<file path="src/rtl/core/gcpr_pkg.sv">
// Package for the gimbal command priority router.
// Holds the operation, origin and home status codes, register indexes and shared structs.
// No dependencies; every other file of the block refers to it by scoped names.
package gcpr_pkg;

  localparam int NUM_SRC   = 3;
  localparam int TIMEOUT_W = 10;
  localparam int ADDR_W    = 4;
  localparam int PDATA_W   = 32;

  localparam logic [TIMEOUT_W-1:0] MANUAL_TIMEOUT_RST   = 10'd17;
  localparam logic [TIMEOUT_W-1:0] VOICE_TIMEOUT_RST    = 10'd40;
  localparam logic [TIMEOUT_W-1:0] AUTONOMY_TIMEOUT_RST = 10'd12;

  typedef enum logic [1:0] {
    CMD_TICK   = 2'd0,
    CMD_ARRIVE = 2'd1,
    CMD_ESTOP  = 2'd2,
    CMD_HOME   = 2'd3
  } cmd_t;

  typedef enum logic [1:0] {
    SRC_MANUAL   = 2'd0,
    SRC_VOICE    = 2'd1,
    SRC_AUTONOMY = 2'd2,
    SRC_NONE     = 2'd3
  } src_t;

  typedef enum logic [2:0] {
    ORG_ESTOP    = 3'd0,
    ORG_IDLE     = 3'd1,
    ORG_MANUAL   = 3'd2,
    ORG_VOICE    = 3'd3,
    ORG_AUTONOMY = 3'd4,
    ORG_HOME     = 3'd5
  } origin_t;

  typedef enum logic [2:0] {
    HOME_NONE        = 3'd0,
    HOME_ACCEPTED    = 3'd1,
    HOME_REJ_ESTOP   = 3'd2,
    HOME_REJ_MANUAL  = 3'd3,
    HOME_REJ_DRIVER  = 3'd4
  } home_t;

  typedef enum logic [1:0] {
    REG_MANUAL_TIMEOUT   = 2'd0,
    REG_VOICE_TIMEOUT    = 2'd1,
    REG_AUTONOMY_TIMEOUT = 2'd2
  } reg_idx_t;

  typedef struct packed {
    logic [TIMEOUT_W-1:0] manual;
    logic [TIMEOUT_W-1:0] voice;
    logic [TIMEOUT_W-1:0] autonomy;
  } timeouts_t;

  typedef struct packed {
    cmd_t cmd;
    logic [1:0] source_id;
    logic yaw_hold;
    logic pitch_hold;
    logic estop_level;
    logic driver_ready;
  } item_ctrl_t;

  typedef struct packed {
    logic    publish;
    logic    yaw_hold;
    logic    pitch_hold;
    origin_t origin;
    home_t   home_status;
    logic    forward_home;
  } res_ctrl_t;

endpackage

</file>
<file path="src/rtl/core/gcpr_cfg_regs.sv">
// Configuration register file of the gimbal command priority router.
// Holds the three source timeouts behind an APB-style port; depends on gcpr_pkg.
module gcpr_cfg_regs (
  input  logic                             clk,
  input  logic                             rst,
  input  logic                             psel,
  input  logic                             penable,
  input  logic                             pwrite,
  input  logic [gcpr_pkg::ADDR_W-1:0]      paddr,
  input  logic [gcpr_pkg::PDATA_W-1:0]     pwdata,
  output logic [gcpr_pkg::PDATA_W-1:0]     prdata,
  output logic                             pready,
  output gcpr_pkg::timeouts_t              timeouts
);

  logic wr_en;
  gcpr_pkg::reg_idx_t reg_idx;

  assign pready  = 1'b1;
  assign wr_en   = psel && penable && pwrite;
  assign reg_idx = gcpr_pkg::reg_idx_t'(paddr[3:2]);

  always_ff @(posedge clk) begin
    if (rst) begin
      timeouts.manual   <= gcpr_pkg::MANUAL_TIMEOUT_RST;
      timeouts.voice    <= gcpr_pkg::VOICE_TIMEOUT_RST;
      timeouts.autonomy <= gcpr_pkg::AUTONOMY_TIMEOUT_RST;
    end else if (wr_en) begin
      unique case (reg_idx)
        gcpr_pkg::REG_MANUAL_TIMEOUT: begin
          timeouts.manual <= pwdata[gcpr_pkg::TIMEOUT_W-1:0];
        end
        gcpr_pkg::REG_VOICE_TIMEOUT: begin
          timeouts.voice <= pwdata[gcpr_pkg::TIMEOUT_W-1:0];
        end
        gcpr_pkg::REG_AUTONOMY_TIMEOUT: begin
          timeouts.autonomy <= pwdata[gcpr_pkg::TIMEOUT_W-1:0];
        end
        default: begin
        end
      endcase
    end
  end

  always_comb begin
    prdata = '0;
    unique case (reg_idx)
      gcpr_pkg::REG_MANUAL_TIMEOUT: begin
        prdata = gcpr_pkg::PDATA_W'(timeouts.manual);
      end
      gcpr_pkg::REG_VOICE_TIMEOUT: begin
        prdata = gcpr_pkg::PDATA_W'(timeouts.voice);
      end
      gcpr_pkg::REG_AUTONOMY_TIMEOUT: begin
        prdata = gcpr_pkg::PDATA_W'(timeouts.autonomy);
      end
      default: begin
        prdata = '0;
      end
    endcase
  end

endmodule

</file>
<file path="src/rtl/core/gcpr_route.sv">
// Source state and routing decision of the gimbal command priority router.
// Keeps stored commands, ages and flags, and works out one result per item; depends on gcpr_pkg.
module gcpr_route #(
  parameter int RATE_WIDTH = 16,
  parameter int AGE_WIDTH  = 10
) (
  input  logic                          clk,
  input  logic                          rst,
  input  logic                          en,
  input  gcpr_pkg::item_ctrl_t          ctrl,
  input  logic signed [RATE_WIDTH-1:0]  yaw_rate_in,
  input  logic signed [RATE_WIDTH-1:0]  pitch_rate_in,
  input  gcpr_pkg::timeouts_t           timeouts,
  output gcpr_pkg::res_ctrl_t           res,
  output logic signed [RATE_WIDTH-1:0]  out_yaw_rate,
  output logic signed [RATE_WIDTH-1:0]  out_pitch_rate
);

  localparam int CMP_W = (AGE_WIDTH > gcpr_pkg::TIMEOUT_W) ? AGE_WIDTH : gcpr_pkg::TIMEOUT_W;
  localparam int NS    = gcpr_pkg::NUM_SRC;

  logic signed [RATE_WIDTH-1:0] cmd_yaw        [NS];
  logic signed [RATE_WIDTH-1:0] cmd_yaw_next   [NS];
  logic signed [RATE_WIDTH-1:0] cmd_pitch      [NS];
  logic signed [RATE_WIDTH-1:0] cmd_pitch_next [NS];
  logic [NS-1:0]                cmd_yaw_hold;
  logic [NS-1:0]                cmd_yaw_hold_next;
  logic [NS-1:0]                cmd_pitch_hold;
  logic [NS-1:0]                cmd_pitch_hold_next;
  logic [AGE_WIDTH-1:0]         age      [NS];
  logic [AGE_WIDTH-1:0]         age_next [NS];
  logic [NS-1:0]                received;
  logic [NS-1:0]                received_next;
  logic                         estop_flag;
  logic                         estop_flag_next;
  logic                         last_was_stop;
  logic                         last_was_stop_next;

  logic [gcpr_pkg::TIMEOUT_W-1:0] limit [NS];
  logic [NS-1:0]                  fresh;
  logic [1:0]                     sel;
  gcpr_pkg::origin_t              sel_origin;

  assign limit[gcpr_pkg::SRC_MANUAL]   = timeouts.manual;
  assign limit[gcpr_pkg::SRC_VOICE]    = timeouts.voice;
  assign limit[gcpr_pkg::SRC_AUTONOMY] = timeouts.autonomy;

  always_comb begin
    for (int i = 0; i < NS; i++) begin
      fresh[i] = received[i] && (CMP_W'(age[i]) <= CMP_W'(limit[i]));
    end
  end

  always_comb begin
    sel        = gcpr_pkg::SRC_MANUAL;
    sel_origin = gcpr_pkg::ORG_MANUAL;
    priority if (fresh[gcpr_pkg::SRC_MANUAL]) begin
      sel        = gcpr_pkg::SRC_MANUAL;
      sel_origin = gcpr_pkg::ORG_MANUAL;
    end else if (fresh[gcpr_pkg::SRC_VOICE]) begin
      sel        = gcpr_pkg::SRC_VOICE;
      sel_origin = gcpr_pkg::ORG_VOICE;
    end else begin
      sel        = gcpr_pkg::SRC_AUTONOMY;
      sel_origin = gcpr_pkg::ORG_AUTONOMY;
    end
  end

  always_comb begin
    cmd_yaw_next        = cmd_yaw;
    cmd_pitch_next      = cmd_pitch;
    cmd_yaw_hold_next   = cmd_yaw_hold;
    cmd_pitch_hold_next = cmd_pitch_hold;
    age_next            = age;
    received_next       = received;
    estop_flag_next     = estop_flag;
    last_was_stop_next  = last_was_stop;
    res                 = '0;
    out_yaw_rate        = '0;
    out_pitch_rate      = '0;
    if (en) begin
      unique case (ctrl.cmd)
        gcpr_pkg::CMD_TICK: begin
          if (estop_flag) begin
            res.publish        = 1'b1;
            res.yaw_hold       = 1'b1;
            res.pitch_hold     = 1'b1;
            res.origin         = gcpr_pkg::ORG_ESTOP;
            last_was_stop_next = 1'b1;
          end else if (|fresh) begin
            res.publish        = 1'b1;
            res.yaw_hold       = cmd_yaw_hold[sel];
            res.pitch_hold     = cmd_pitch_hold[sel];
            res.origin         = sel_origin;
            out_yaw_rate       = cmd_yaw[sel];
            out_pitch_rate     = cmd_pitch[sel];
            last_was_stop_next = cmd_yaw_hold[sel] && cmd_pitch_hold[sel];
          end else if (!last_was_stop) begin
            res.publish        = 1'b1;
            res.yaw_hold       = 1'b1;
            res.pitch_hold     = 1'b1;
            res.origin         = gcpr_pkg::ORG_IDLE;
            last_was_stop_next = 1'b1;
          end
          for (int i = 0; i < NS; i++) begin
            if (age[i] != {AGE_WIDTH{1'b1}}) begin
              age_next[i] = age[i] + AGE_WIDTH'(1);
            end
          end
        end
        gcpr_pkg::CMD_ARRIVE: begin
          if (ctrl.source_id != gcpr_pkg::SRC_NONE) begin
            cmd_yaw_next[ctrl.source_id]        = yaw_rate_in;
            cmd_pitch_next[ctrl.source_id]      = pitch_rate_in;
            cmd_yaw_hold_next[ctrl.source_id]   = ctrl.yaw_hold;
            cmd_pitch_hold_next[ctrl.source_id] = ctrl.pitch_hold;
            age_next[ctrl.source_id]            = '0;
            received_next[ctrl.source_id]       = 1'b1;
          end
        end
        gcpr_pkg::CMD_ESTOP: begin
          estop_flag_next = ctrl.estop_level;
        end
        gcpr_pkg::CMD_HOME: begin
          priority if (estop_flag) begin
            res.home_status = gcpr_pkg::HOME_REJ_ESTOP;
          end else if (fresh[gcpr_pkg::SRC_MANUAL]) begin
            res.home_status = gcpr_pkg::HOME_REJ_MANUAL;
          end else if (!ctrl.driver_ready) begin
            res.home_status = gcpr_pkg::HOME_REJ_DRIVER;
          end else begin
            cmd_yaw_next[gcpr_pkg::SRC_VOICE]        = '0;
            cmd_pitch_next[gcpr_pkg::SRC_VOICE]      = '0;
            cmd_yaw_hold_next[gcpr_pkg::SRC_VOICE]   = 1'b1;
            cmd_pitch_hold_next[gcpr_pkg::SRC_VOICE] = 1'b1;
            age_next[gcpr_pkg::SRC_VOICE]            = '0;
            received_next[gcpr_pkg::SRC_VOICE]       = 1'b1;
            res.publish        = 1'b1;
            res.yaw_hold       = 1'b1;
            res.pitch_hold     = 1'b1;
            res.origin         = gcpr_pkg::ORG_HOME;
            res.home_status    = gcpr_pkg::HOME_ACCEPTED;
            res.forward_home   = 1'b1;
            last_was_stop_next = 1'b1;
          end
        end
      endcase
    end
  end

  always_ff @(posedge clk) begin
    cmd_yaw        <= cmd_yaw_next;
    cmd_pitch      <= cmd_pitch_next;
    cmd_yaw_hold   <= cmd_yaw_hold_next;
    cmd_pitch_hold <= cmd_pitch_hold_next;
  end

  always_ff @(posedge clk) begin
    if (rst) begin
      for (int i = 0; i < NS; i++) begin
        age[i] <= '0;
      end
      received      <= '0;
      estop_flag    <= 1'b0;
      last_was_stop <= 1'b1;
    end else begin
      age           <= age_next;
      received      <= received_next;
      estop_flag    <= estop_flag_next;
      last_was_stop <= last_was_stop_next;
    end
  end

`ifndef SYNTH
  a_fwd_only_on_accept: assert property (@(posedge clk) disable iff (rst)
    res.forward_home |-> (res.home_status == gcpr_pkg::HOME_ACCEPTED) && res.publish)
    else $error("home forwarded without an accepted request");

  a_home_resets_voice: assert property (@(posedge clk) disable iff (rst)
    en && res.forward_home |=> received[gcpr_pkg::SRC_VOICE] && (age[gcpr_pkg::SRC_VOICE] == '0))
    else $error("accepted home did not refresh the voice source");

  a_estop_tick_stops: assert property (@(posedge clk) disable iff (rst)
    en && (ctrl.cmd == gcpr_pkg::CMD_TICK) && estop_flag |=> last_was_stop)
    else $error("tick under e-stop did not record a stop");

  a_quiet_result: assert property (@(posedge clk) disable iff (rst)
    !res.publish |-> (res.origin == gcpr_pkg::ORG_ESTOP) && (out_yaw_rate == '0) &&
                     (out_pitch_rate == '0) && !res.yaw_hold && !res.pitch_hold)
    else $error("unpublished result carries command fields");
`endif

endmodule

</file>
<file path="src/rtl/core/gimbal_command_priority_router_core.sv">
// Top level of the gimbal command priority router.
// Holds the input and result registers of the stream channels; uses gcpr_cfg_regs, gcpr_route
// and gcpr_pkg.
//
// The slave channel takes one event per transaction: s_tuser gives the operation (routing
// tick, command arrival, e-stop update, home request) and s_tdata its fields. Every event
// gives exactly one result transaction on the master channel; m_tuser says whether a command
// is published and where it came from, m_tdata holds the command and the home status.
// An event passes an input register and the routing logic into the result register, from
// which its result is offered on the master channel. One event is taken in every cycle while
// the master side keeps up; the routing state is updated at the same clock edge that loads an
// event's result into the result register, so consecutive events see each other without gaps.
// When the receiver stalls, the result register holds and the input register fills; the slave
// side stops taking events only when both are occupied, and nothing is lost.
// Reset clears the source flags and ages, releases the e-stop, marks the last output as a stop
// and loads the default timeouts of 17, 40 and 12 ticks. The user writes the timeouts through
// the APB port only while the block is idle; the block itself does not enforce this.
module gimbal_command_priority_router_core #(
  parameter int RATE_WIDTH = 16,
  parameter int AGE_WIDTH  = 10
) (
  input  logic                              clk,
  input  logic                              rst,
  input  logic                              s_tvalid,
  output logic                              s_tready,
  // source_id[1:0], yaw_rate_in, pitch_rate_in, hold_yaw_in, hold_pitch_in, estop_level,
  // driver_ready, zero fill
  input  logic [((2*RATE_WIDTH+6+7)/8)*8-1:0] s_tdata,
  // cmd[1:0]
  input  logic [1:0]                        s_tuser,
  output logic                              m_tvalid,
  input  logic                              m_tready,
  // out_yaw_rate, out_pitch_rate, out_hold_yaw, out_hold_pitch, home_status[2:0],
  // forward_home, zero fill
  output logic [((2*RATE_WIDTH+6+7)/8)*8-1:0] m_tdata,
  // publish, out_origin[2:0]
  output logic [3:0]                        m_tuser,
  input  logic                              psel,
  input  logic                              penable,
  input  logic                              pwrite,
  input  logic [gcpr_pkg::ADDR_W-1:0]       paddr,
  input  logic [gcpr_pkg::PDATA_W-1:0]      pwdata,
  output logic [gcpr_pkg::PDATA_W-1:0]      prdata,
  output logic                              pready
);

  localparam int DATA_W = ((2*RATE_WIDTH+6+7)/8)*8;

  logic                  in_valid;
  logic [DATA_W-1:0]     in_data;
  logic [1:0]            in_user;
  logic                  out_load;
  logic                  advance;

  gcpr_pkg::item_ctrl_t         ctrl;
  logic signed [RATE_WIDTH-1:0] yaw_in;
  logic signed [RATE_WIDTH-1:0] pitch_in;
  gcpr_pkg::timeouts_t          timeouts;
  gcpr_pkg::res_ctrl_t          res;
  logic signed [RATE_WIDTH-1:0] res_yaw;
  logic signed [RATE_WIDTH-1:0] res_pitch;

  assign out_load = !m_tvalid || m_tready;
  assign advance  = in_valid && out_load;
  assign s_tready = !in_valid || out_load;

  always_ff @(posedge clk) begin
    if (rst) begin
      in_valid <= 1'b0;
    end else if (s_tvalid && s_tready) begin
      in_valid <= 1'b1;
    end else if (advance) begin
      in_valid <= 1'b0;
    end
  end

  always_ff @(posedge clk) begin
    if (s_tvalid && s_tready) begin
      in_data <= s_tdata;
      in_user <= s_tuser;
    end
  end

  assign ctrl.cmd          = gcpr_pkg::cmd_t'(in_user);
  assign ctrl.source_id    = in_data[1:0];
  assign yaw_in            = in_data[2 +: RATE_WIDTH];
  assign pitch_in          = in_data[2+RATE_WIDTH +: RATE_WIDTH];
  assign ctrl.yaw_hold     = in_data[2+2*RATE_WIDTH];
  assign ctrl.pitch_hold   = in_data[3+2*RATE_WIDTH];
  assign ctrl.estop_level  = in_data[4+2*RATE_WIDTH];
  assign ctrl.driver_ready = in_data[5+2*RATE_WIDTH];

  gcpr_cfg_regs u_cfg (
    .clk      (clk),
    .rst      (rst),
    .psel     (psel),
    .penable  (penable),
    .pwrite   (pwrite),
    .paddr    (paddr),
    .pwdata   (pwdata),
    .prdata   (prdata),
    .pready   (pready),
    .timeouts (timeouts)
  );

  gcpr_route #(
    .RATE_WIDTH (RATE_WIDTH),
    .AGE_WIDTH  (AGE_WIDTH)
  ) u_route (
    .clk            (clk),
    .rst            (rst),
    .en             (advance),
    .ctrl           (ctrl),
    .yaw_rate_in    (yaw_in),
    .pitch_rate_in  (pitch_in),
    .timeouts       (timeouts),
    .res            (res),
    .out_yaw_rate   (res_yaw),
    .out_pitch_rate (res_pitch)
  );

  always_ff @(posedge clk) begin
    if (rst) begin
      m_tvalid <= 1'b0;
    end else if (out_load) begin
      m_tvalid <= in_valid;
    end
  end

  always_ff @(posedge clk) begin
    if (advance) begin
      m_tdata <= DATA_W'({res.forward_home, res.home_status, res.pitch_hold, res.yaw_hold,
                          res_pitch, res_yaw});
      m_tuser <= {res.origin, res.publish};
    end
  end

endmodule
</file>
<file path="config.mk">
export PLATFORM = sky130hd
export DESIGN_NAME = gimbal_command_priority_router_core
export DESIGN_NICKNAME = d
export VERILOG_FILES = /design/src/rtl/core/gcpr_pkg.sv /design/src/rtl/core/gcpr_cfg_regs.sv /design/src/rtl/core/gcpr_route.sv /design/src/rtl/core/gimbal_command_priority_router_core.sv
export SDC_FILE = /design/constraint.sdc
export NUM_CORES = 1
export LEC_CHECK = 0
export BUFFER_PORTS_ARGS = -buffer_cell sky130_fd_sc_hd__clkbuf_2
export CAP_MARGIN = 10
export CORE_MARGIN = 10
export CORE_UTILIZATION = 40
export CTS_BUF_LIST = sky130_fd_sc_hd__clkbuf_2
export DETAILED_ROUTE_END_ITERATION = 10
export MAX_ROUTING_LAYER = met4
export SLEW_MARGIN = 40
export SYNTH_ARGS = -nofsm -noshare
export SYNTH_HDL_FRONTEND = slang
export SYNTH_SLANG_ARGS = --single-unit
export TNS_END_PERCENT = 1
</file>
<file path="constraint.sdc">
create_clock -name clk -period 5.6 [get_ports clk]
set_input_delay 0 -clock clk [delete_from_list [all_inputs] [get_ports clk]]
set_output_delay 0 -clock clk [all_outputs]
set_load 0.02 [all_outputs]
</file>
# Word level (Yosys, flattened, before mapping)
# Index checks and enable logic that the tools add are counted.
# word_totals
reg_bits,251
latchBits,0
ram_bits,0
rom_bits,0
inputBits,85
out_inout_bits,79
word_cells,168
memories,0
# op_classes
n_addsub,3
mul,0
n_div,0
order_cmp,9
n_eq_ne,16
shifts,0
muxes,67
bitwise,8
reduce_logical,35
# op_table
operator,count
$mux 16,8
$bwmux 48,2
$mux 10,7
$bmux 16 s2,2
$mux 32,2
$pmux 16 s2,2
$pmux 10 s3,2
$pmux 10 s2,2
$mux 6,6
$demux 16 s2,1
$add 10x1->10 const B,3
$and 30x30->30,1
$le 10x10->1,3
$mux 30,1
$ne 10x10->1 const B,3
$not 30->30,1
$demux 10 s2,1
$mux 2,7
$pmux 6 s2,1
$mux 1,11
$logic_and 1x1->1,10
$mux 3,3
$reduce_or 3->1,3
$ne 2x1->1 const B,4
26 further kinds,52

# Depth between registers and ports, before layout
# Gate-level depths: netlist of run 1.
# logic_depth
depth_word,10
depth_mapped,11
ltp_nobuf,9

# Hierarchy
# From an unflattened synthesis of run 1, not the netlist that was laid out.
# unflattened
hier_cells,948
hier_area_um2,11513.5
# modules_own_cells
mod,instances,cells_per_inst,area_each_um2,seq_area_each_um2
gcpr_route,1,676,7300.8,3763.6
gimbal_command_priority_router_core,1,95,2585.0,2502.4
gcpr_cfg_regs,1,177,1627.8,600.6

# Worst setup path after synthesis of run 1
# No wires, ideal clock.
# synth_path
path_type,reg-to-reg
start,"reg, netlist name u_cfg.timeouts[25]"
end,reg u_route.cmd_pitch[16] (netlist bit) (enable)
setup_ns,0.467
arrival_time_ns,3.844
required_ns,5.133
slack_ns,1.288
path_stages_with_launch,9
n_path_buf,0
period_less_slack_ns,4.312
path_cell_list,dfxtp_1 -> inv_1 -> ha_1 -> nand4_1 -> a21oi_1 -> nor4b_2 -> o31ai_2 -> inv_1 -> nor3_1
# synth_via
elab_chain_cells,4
# synth_lines
item,line,source
$le 10x10->1,gcpr_route.sv:50,fresh[i] = received[i] && (CMP_W'(age[i]) <= CMP_W'(limit[i]));
$logic_and 1x1->1,gcpr_route.sv:50,
$ne 2x2->1 (no line),-,
$reduce_and 6->1 (no line),-,
"end signal, assigned",gcpr_route.sv:153,cmd_pitch <= cmd_pitch_next;
"end, declared",gcpr_route.sv:24,logic signed [RATE_WIDTH-1:0] cmd_pitch [NS];
# No other way between the ends.
# A chain may end at the register's enable or synchronous reset.

# Worst setup path in the final report of run 1
# layout_path
start,"reg, netlist name u_cfg.timeouts[27]"
end,"reg m_tdata[32], data pin"
# layout_via
elab_chain_cells,8
elab_cells_between_ends,11
classes_between,order compare (1); mux (8); reduce/logical (2)
# layout_lines
item,line,source
$le 10x10->1 *,gcpr_route.sv:50,
$logic_and 1x1->1 *,gcpr_route.sv:50,
$mux 2,gcpr_route.sv:57,priority if (fresh[gcpr_pkg::SRC_MANUAL]) begin
$bmux 1 s2,gcpr_route.sv:92,res.yaw_hold = cmd_yaw_hold[sel];
$mux 1 (implied by the code),gcpr_route.sv:92,
$mux 6,gcpr_route.sv:90,end else if (|fresh) begin
$mux 6,gcpr_route.sv:84,if (estop_flag) begin
$pmux 6 s2 *,gcpr_route.sv:82,unique case (ctrl.cmd)
"end signal, assigned",gimbal_command_priority_router_core.sv:132,"m_tdata <= DATA_W'({res.forward_home, res.home_status, res.pitch_hold, res.yaw_hold,"
"end, declared",gimbal_command_priority_router_core.sv:35,"output logic [((2*RATE_WIDTH+6+7)/8)*8-1:0] m_tdata,"
# Every way passes the cells marked *; elsewhere a longest branch is shown, timed or not. The select of a mux whose other input is x is not followed.

==> run_results.csv, run 1 <==
group,metric,value,unit
clock_tree,cts.sinks,251,
setup_path,arrival,3.93,ns
setup_path,cp-end-kind,"flop",
clock_tree,cts_tree,"built",
layout,drive_gt1_share,19.1,%
pwr,p_leak,5.49,nW
sta,finalHoldViolations,0,
synthesis,yosysSeqAreaShare,61.3,%
synthesis,yosys.area_share.adder,4.24,%
synthesis,synth_xor_area_share,0,%
sta,finalSetupTns,0,ns
sta,slew_headroom,44.3,%
sta,setup_viol,0,
sta,tightest_slew,0.833,ns
clock_tree,post_cts_resized,0,
layout,finalNonFillerCells,1657,
layout,nets,1352,
floorplan,die_h,187,µm
clock_tree,hold_buffers,128,
clock_tree,root_buffer,"clkbuf_2",
routing,drt-wirelength-per-cell,16.9,µm
place,place.gp.congestion,0.851,
place,preCtsSetupSlack,2.28,ns
clock_tree,clk_pin_slew_worst_paths,0.11,ns
routing,drt_first_pass_iters,5,
synthesis,synth_compound_area_share,12.3,%
setup_path,path_delay_family,"simple AND/OR/NAND/NOR gates",
floorplan,die-area,35100,µm²
routing,drc,0,
place,io_buffers,112,
sta,grt_setup_unrepaired,"false",
clock_tree,clk_latency,0.87,ns
routing,wl_met1,12200,µm
global_route,grt_max_degree,69,
routing,vias_per_cell,5.02,
floorplan,rows,61,
sta,timing.fmax,0.302,GHz
routing,wl,28100,µm
clock_tree,numCtsBuffers,60,
global_route,grt_pass1_vias,8519,
setup_path,cp_slowest_cell,"nor4b_2",
global_route,grt_util_all_layers,16.1,%
synthesis,ys.flop_type,"edfxtp_1",
floorplan,core_area,27700,µm²
layout,fillers,2470,
routing,wl_met3,1550,µm
global_route,antenna_found_initial,1,
global_route,grt-ovfl-total,0,
synthesis,synth_top_area_cell,"edfxtp_1",
sta,period_needed,3.31,ns
run_status,status,"finished clean",
synthesis,syn_avg_cell_area,11.6,µm²
clock_tree,clock_path_buffers,3,
routing,dr_wl_met2,13800,µm
layout,final_cell_mix,"clkbuf_2 (196), edfxtp_1 (184), dlygate4sd3_1 (128)",
sta,clock_skew,0.0786,ns
setup_path,crit_chain,"inv_1 > ha_1 > a211oi_1 > o21ai_1 > nor4b_2 > nor2_4 > buf_4 > nand3_1 > nand2_1 > o31a_1",
routing,ant_nets,0,
clock_tree,cts_max_level,2,
pwr,ir_drop,0.147,mV
routing,drtIter0Drc,430,
synthesis,synth_top_area_share,49.3,%
synthesis,synth_mux_area_share,4.56,%
pwr,power_density,253,nW/µm²
global_route,grt_pass1_wl,45100,µm
floorplan,io_pins,164,
sta,min_period_over_period,59.1,%
setup_path,worstSetupStartpointType,"flop",
layout,area_delta_synth_final,24.4,%
synthesis,synth_top_family_by_area,"simple AND/OR/NAND/NOR gates",
synthesis,synth_cells,962,
job,drv_cap,0,
setup_path,slowest_delay,0.62,ns
synthesis,synth_edf_count,184,
synthesis,synthSimpleGateAreaFrac,12.6,%
floorplan,start_util,40.4,%
routing,num_vias,8316,
sta,layout_setup_ws,2.29,ns
place,dpl.hpwl,17000,µm
setup_path,required,6.22,ns
synthesis,synth_area,11200,µm²
clock_tree,cts_setup_buffers,0,
pwr,power,0.00353,W
routing,highest_layer,"met4",
min_path,hold_path.class,"in2reg",
setup_path,critPathBufInv,2,
synthesis,synthTopCellsByArea,"edfxtp_1 (49%), dfxtp_1 (12%), mux2i_1 (4.6%), ha_1 (4.2%), nor2_1 (4.1%)",
synthesis,yosysUniqueCellTypes,63,
synthesis,yosys_warnings,0,
place,dp_cells,1417,
synthesis,async_flop_share,0,%
floorplan,die-width,187,µm
setup_path,cp_max_fo,57,
layout,final_common_cell,"clkbuf_2",
setup_path,crit_type,"reg2reg",
synthesis,ys_seq_elements,251,
sta,slew_violations,0,
## flip-flops by register name, indices dropped and copies added (netlist names)
register                flops
u_route.cmd_pitch          48
u_route.cmd_yaw            48
in_data                    38
m_tdata                    38
u_cfg.timeouts             30
u_route.age                30
m_tuser                     4
u_route.cmd_pitch_hold      3
u_route.cmd_yaw_hold        3
u_route.received            3
in_user                     2
in_valid                    1
m_tvalid                    1
u_route.estop_flag          1
u_route.last_was_stop       1
## routing by layer
metal  vias to the layer above  track usage [%]
li1                       4074                -
met1                      3974             19.3
met3                        46             3.17
met2                       222             26.8
met5                         -                -
met4                         0             5.05
## cell usage after synthesis, types with 7 or more instances
library cell and n:
o21ai_0 35, buf_4 29, nand3_1 27, nor3_1 12, a211oi_1 35, inv_1 44, nand2_1 60, nor2b_1 9
dfxtp_1 67, ha_1 38, nor2_1 122, clkbuf_1 27, nand3b_1 12, buf_1 7, a21oi_1 56, or3_1 7
a22oi_1 35, buf_2 10, and3_1 11, nand4_1 8, edfxtp_1 184, mux2i_1 51
## stage by stage
step                      util, %  area [µm²]  hold WS, ns
after CTS                    50.3       13900        0.203
after global routing         50.3       13900        0.270
after floorplan                 -       11300       0.0989
final                        50.3       13900        0.265
after detailed placement     43.7       12100        0.179
after global placement       43.6       12100        0.177
## where the power goes
part | leakage, nW | switching (W) | total, W | internal (W)
logic | 2.80 | 0.000179 | 0.000306 | 0.000127
clock network | 0.411 | 0.000736 | 0.00115 | 0.000418
registers | 2.28 | 0.0000268 | 0.00207 | 0.00204
## path summary, 6_finish.rpt
path,startpoint,to,slack [ns],cells after the start
setup / recovery,u_cfg.timeouts[27],m_tdata[32],2.29,10
hold / removal,pwrite,u_cfg.timeouts[4],0.27,5
hold reg to reg,in_data[35],u_route.cmd_pitch_hold[2],0.46,0
setup reg to reg,u_cfg.timeouts[27],m_tdata[32],2.29,10
## worst register-to-register path, cell delays in order (launching register included)
cell and delay, ns:
dfxtp_1 0.39, inv_1 0.07, ha_1 0.31, a211oi_1 0.23, o21ai_1 0.13, nor4b_2 0.63, nor2_4 0.20, buf_4 0.37
nand3_1 0.33, nand2_1 0.11, o31a_1 0.31
## cells by family after synthesis
logic type	after synthesis
AND/OR/NAND/NOR	294
flip-flops	251
AO/OA/AOI/OAI	209
buffers and inverters	117
multiplexers	51
adder cells (fa/ha/maj)	38
other	2
## layout make-up
| cell class | count | area (µm²) | share of cell area (%) |
|---|---|---|---|
| Tap cell | 378 | 473 | 3.39 |
| Multi-Input combinational cell | 617 | 3930 | 28.2 |
| Timing Repair Buffer | 255 | 1960 | 14.1 |
| Sequential cell | 251 | 6870 | 49.3 |
| Inverter | 44 | 165 | 1.19 |
| Clock buffer | 84 | 420 | 3.02 |
| Antenna cell | 1 | 2.50 | 0.0180 |
| Clock inverter | 27 | 119 | 0.853 |
Note: power is estimated with default switching activity, not from simulation.
==> inputs of run 2 (changes only) <==
ABC_AREA = 1   (was unset)
clock period = 3.4 ns   (was 5.6 ns; I/O delays follow)
==> run_results.csv, run 2 <==
group,metric,value,unit
routing,drtIter0Drc,478,
clock_tree,cts_setup_buffers,0,
place,dpl.hpwl,17900,µm
layout,final_cell_mix,"nand2_1 (305), clkbuf_2 (214), edfxtp_1 (184)",
routing,drt-wirelength-per-cell,15.3,µm
sta,clock_skew,0.0872,ns
synthesis,synth.most_common_cell,"nand2_1",
sta,finalHoldViolations,0,
pwr,power_density,443,nW/µm²
layout,reg.largest.list,"u_route.cmd_pitch: 48 flops, u_route.cmd_yaw: 48 flops",
floorplan,start_util,40.8,%
setup_path,worstSetupStartpointType,"flop",
global_route,grt_util_all_layers,16.2,%
setup_path,crit_path_frequent_cell,"nand3_1",
clock_tree,cts_tree,"built",
min_path,hold_path.class,"in2reg",
synthesis,synth_top_area_share,48.5,%
floorplan,die_h,189,µm
global_route,antenna_found_initial,1,
sta,layout_setup_ws,0.685,ns
setup_path,path_delay_family,"simple AND/OR/NAND/NOR gates",
setup_path,required,3.96,ns
setup_path,crit_type,"reg2reg",
global_route,grt_max_degree,58,
place,placed_area,12300,µm²
place,preCtsSetupSlack,0.698,ns
synthesis,synthTopCellsByArea,"edfxtp_1 (49%), dfxtp_1 (12%), nand2_1 (10%), ha_1 (4.2%), inv_1 (4.0%)",
synthesis,synth_edf_count,184,
sta,grt_setup_unrepaired,"false",
pwr,p_leak,6.06,nW
synthesis,syn_avg_cell_area,9.80,µm²
synthesis,yosysSeqAreaShare,60.3,%
sta,setup_viol,0,
synthesis,yosys_warnings,0,
setup_path,cp-end-kind,"flop",
setup_path,cp_max_fo,36,
sta,slew_violations,0,
layout,seqCellArea,6870,µm²
setup_path,arrival,3.28,ns
synthesis,async_flop_share,0,%
synthesis,ys_seq_elements,251,
global_route,grt_pass1_wl,45800,µm
setup_path,slowest_delay,0.41,ns
sta,hold_ws,0.128,ns
job,drv_cap,0,
clock_tree,cts.sinks,251,
layout,nets,1562,
layout,multi_input_area,3730,µm²
routing,vias_per_cell,4.80,
clock_tree,root_buffer,"clkbuf_2",
global_route,grt_pass1_vias,9050,
layout,final_common_cell,"nand2_1",
clock_tree,cts_max_level,3,
layout,area_delta_synth_final,24.3,%
clock_tree,numCtsBuffers,69,
sta,tightest_slew,0.705,ns
synthesis,synthTopCellsByCount,"nand2_1 (305), edfxtp_1 (184), inv_1 (122)",
layout,fillers,2616,
routing,ant_nets,0,
routing,drc,0,
setup_path,critPathBufInv,4,
layout,drive_gt1_share,19.3,%
place,place.gp.congestion,0.865,
clock_tree,clock_path_buffers,3,
sta,timing.fmax,0.368,GHz
sta,min_period_over_period,79.9,%
layout,final_cell_area,14200,µm²
synthesis,synth_area,11400,µm²
floorplan,die-area,35600,µm²
pwr,ir_drop,0.333,mV
clock_tree,clk_pin_slew_worst_paths,0.10,ns
setup_path,crit_chain,"inv_1 > ha_1 > nand2_1 > nor2_1 > nand3_1 > nand3_1 > nand2_1 > nand2_2 > nand2_2 > inv_4 > buf_4 > nand3_1 > nor2_1 > nor2_2 > o21ai_1 > inv_1",
synthesis,ys.flop_type,"edfxtp_1",
sta,finalSetupTns,0,ns
run_status,status,"finished clean",
routing,num_vias,8953,
synthesis,synth_top_area_cell,"edfxtp_1",
routing,drt_first_pass_iters,6,
layout,finalNonFillerCells,1865,
place,dp_cells,1626,
place,io_buffers,112,
floorplan,rows,61,
sta,slew_headroom,52.9,%
clock_tree,clk_latency,0.87,ns
setup_path,cp_slowest_cell,"buf_4",
sta,period_needed,2.71,ns
floorplan,io_pins,164,
synthesis,yosysUniqueCellTypes,49,
floorplan,die-width,189,µm
routing,wl,28600,µm
global_route,grt-ovfl-total,0,
synthesis,synth_cells,1162,
floorplan,core_area,27900,µm²
==> run 2: changes by cell type after synthesis, sizes merged, moves of 35 or more <==
cell and delta:
inv +97, nand3 +43, mux2i -51, nor2 -51
nand2 +256, a22oi -35
==> run 2: metal layers <==
| layer | GRT usage, % | wire (µm) | share of wire (%) |
|---|---|---|---|
| met5 | - | 0 | 0 |
| met4 | 6.04 | 640 | 2.2 |
| met3 | 3.91 | 1780 | 6.2 |
| met2 | 26.0 | 13600 | 48 |
| met1 | 19.6 | 12500 | 44 |
==> run 2: timing repair <==
action	4_1_cts	5_1_grt
hold endpoints to repair	133	0
hold buffers	120	0
resized for setup	0	0
==> run 2: per-stage QoR <==
| stage | power, W | util (%) |
|---|---|---|
| 6_report | 0.00628 | 50.7 |
| 5_1_grt | 0.00661 | 50.7 |
| 4_1_cts | 0.00636 | 50.7 |
| 3_5_place_dp | 0.00400 | 44.0 |
| 3_3_place_gp | 0.00399 | 43.9 |
| 2_1_floorplan | 0.00384 | - |
==> run 2: cells by family (layout without fill, tap and decap cells) <==
kind of cell / Yosys count / count (layout) / share of synthesized area (%)
simple gates: 478 / 478 / 17.9
flops: 251 / 251 / 60.3
buf+inv: 203 / 504 / 7.94
compound gates: 188 / 188 / 9.44
fa+ha+maj: 38 / 38 / 4.17
other cells: 2 / 26 / 0.0659
xor+xnor: 2 / 2 / 0.154
==> run 2: cell type report <==
cell class / instances / share of cell area, %
repair buffers: 244 / 13.4
inverters: 142 / 3.82
clock buffers: 102 / 3.61
flip-flops and latches: 251 / 48.5
clock inverters: 16 / 0.990
diodes: 1 / 0.0177
multi-input cells: 731 / 26.3
well taps: 378 / 3.34
==> run 2: power by group <==
part / leakage, nW / total (W) / switching (W) / internal (W)
Combinational: 3.32 / 0.000595 / 0.000366 / 0.000229
Clock: 0.488 / 0.00225 / 0.00128 / 0.000965
Sequential: 2.26 / 0.00344 / 0.0000549 / 0.00338
Total: 6.06 / 0.00628 / 0.00170 / 0.00457
==> run 2: final timing paths <==
kind / startpoint / to / slack, ns / cells after the start
hold reg to reg: in_data[27] / u_route.cmd_pitch[9] / 0.46 / 0
setup / recovery: u_cfg.timeouts[15] / m_tdata[32] / 0.69 / 16
hold / removal: paddr[2] / u_cfg.timeouts[21] / 0.13 / 6
setup reg to reg: u_cfg.timeouts[15] / m_tdata[32] / 0.69 / 16
==> run 2: worst reg2reg max path: cells and delay by family (launching register included) <==
kind	cells	cell delay, ns
AOI/OAI and AO/OA	1	0.07
adders and majority gates	1	0.29
and+or+nand+nor	10	1.11
DFF	1	0.35
buffers and inverters	4	0.60
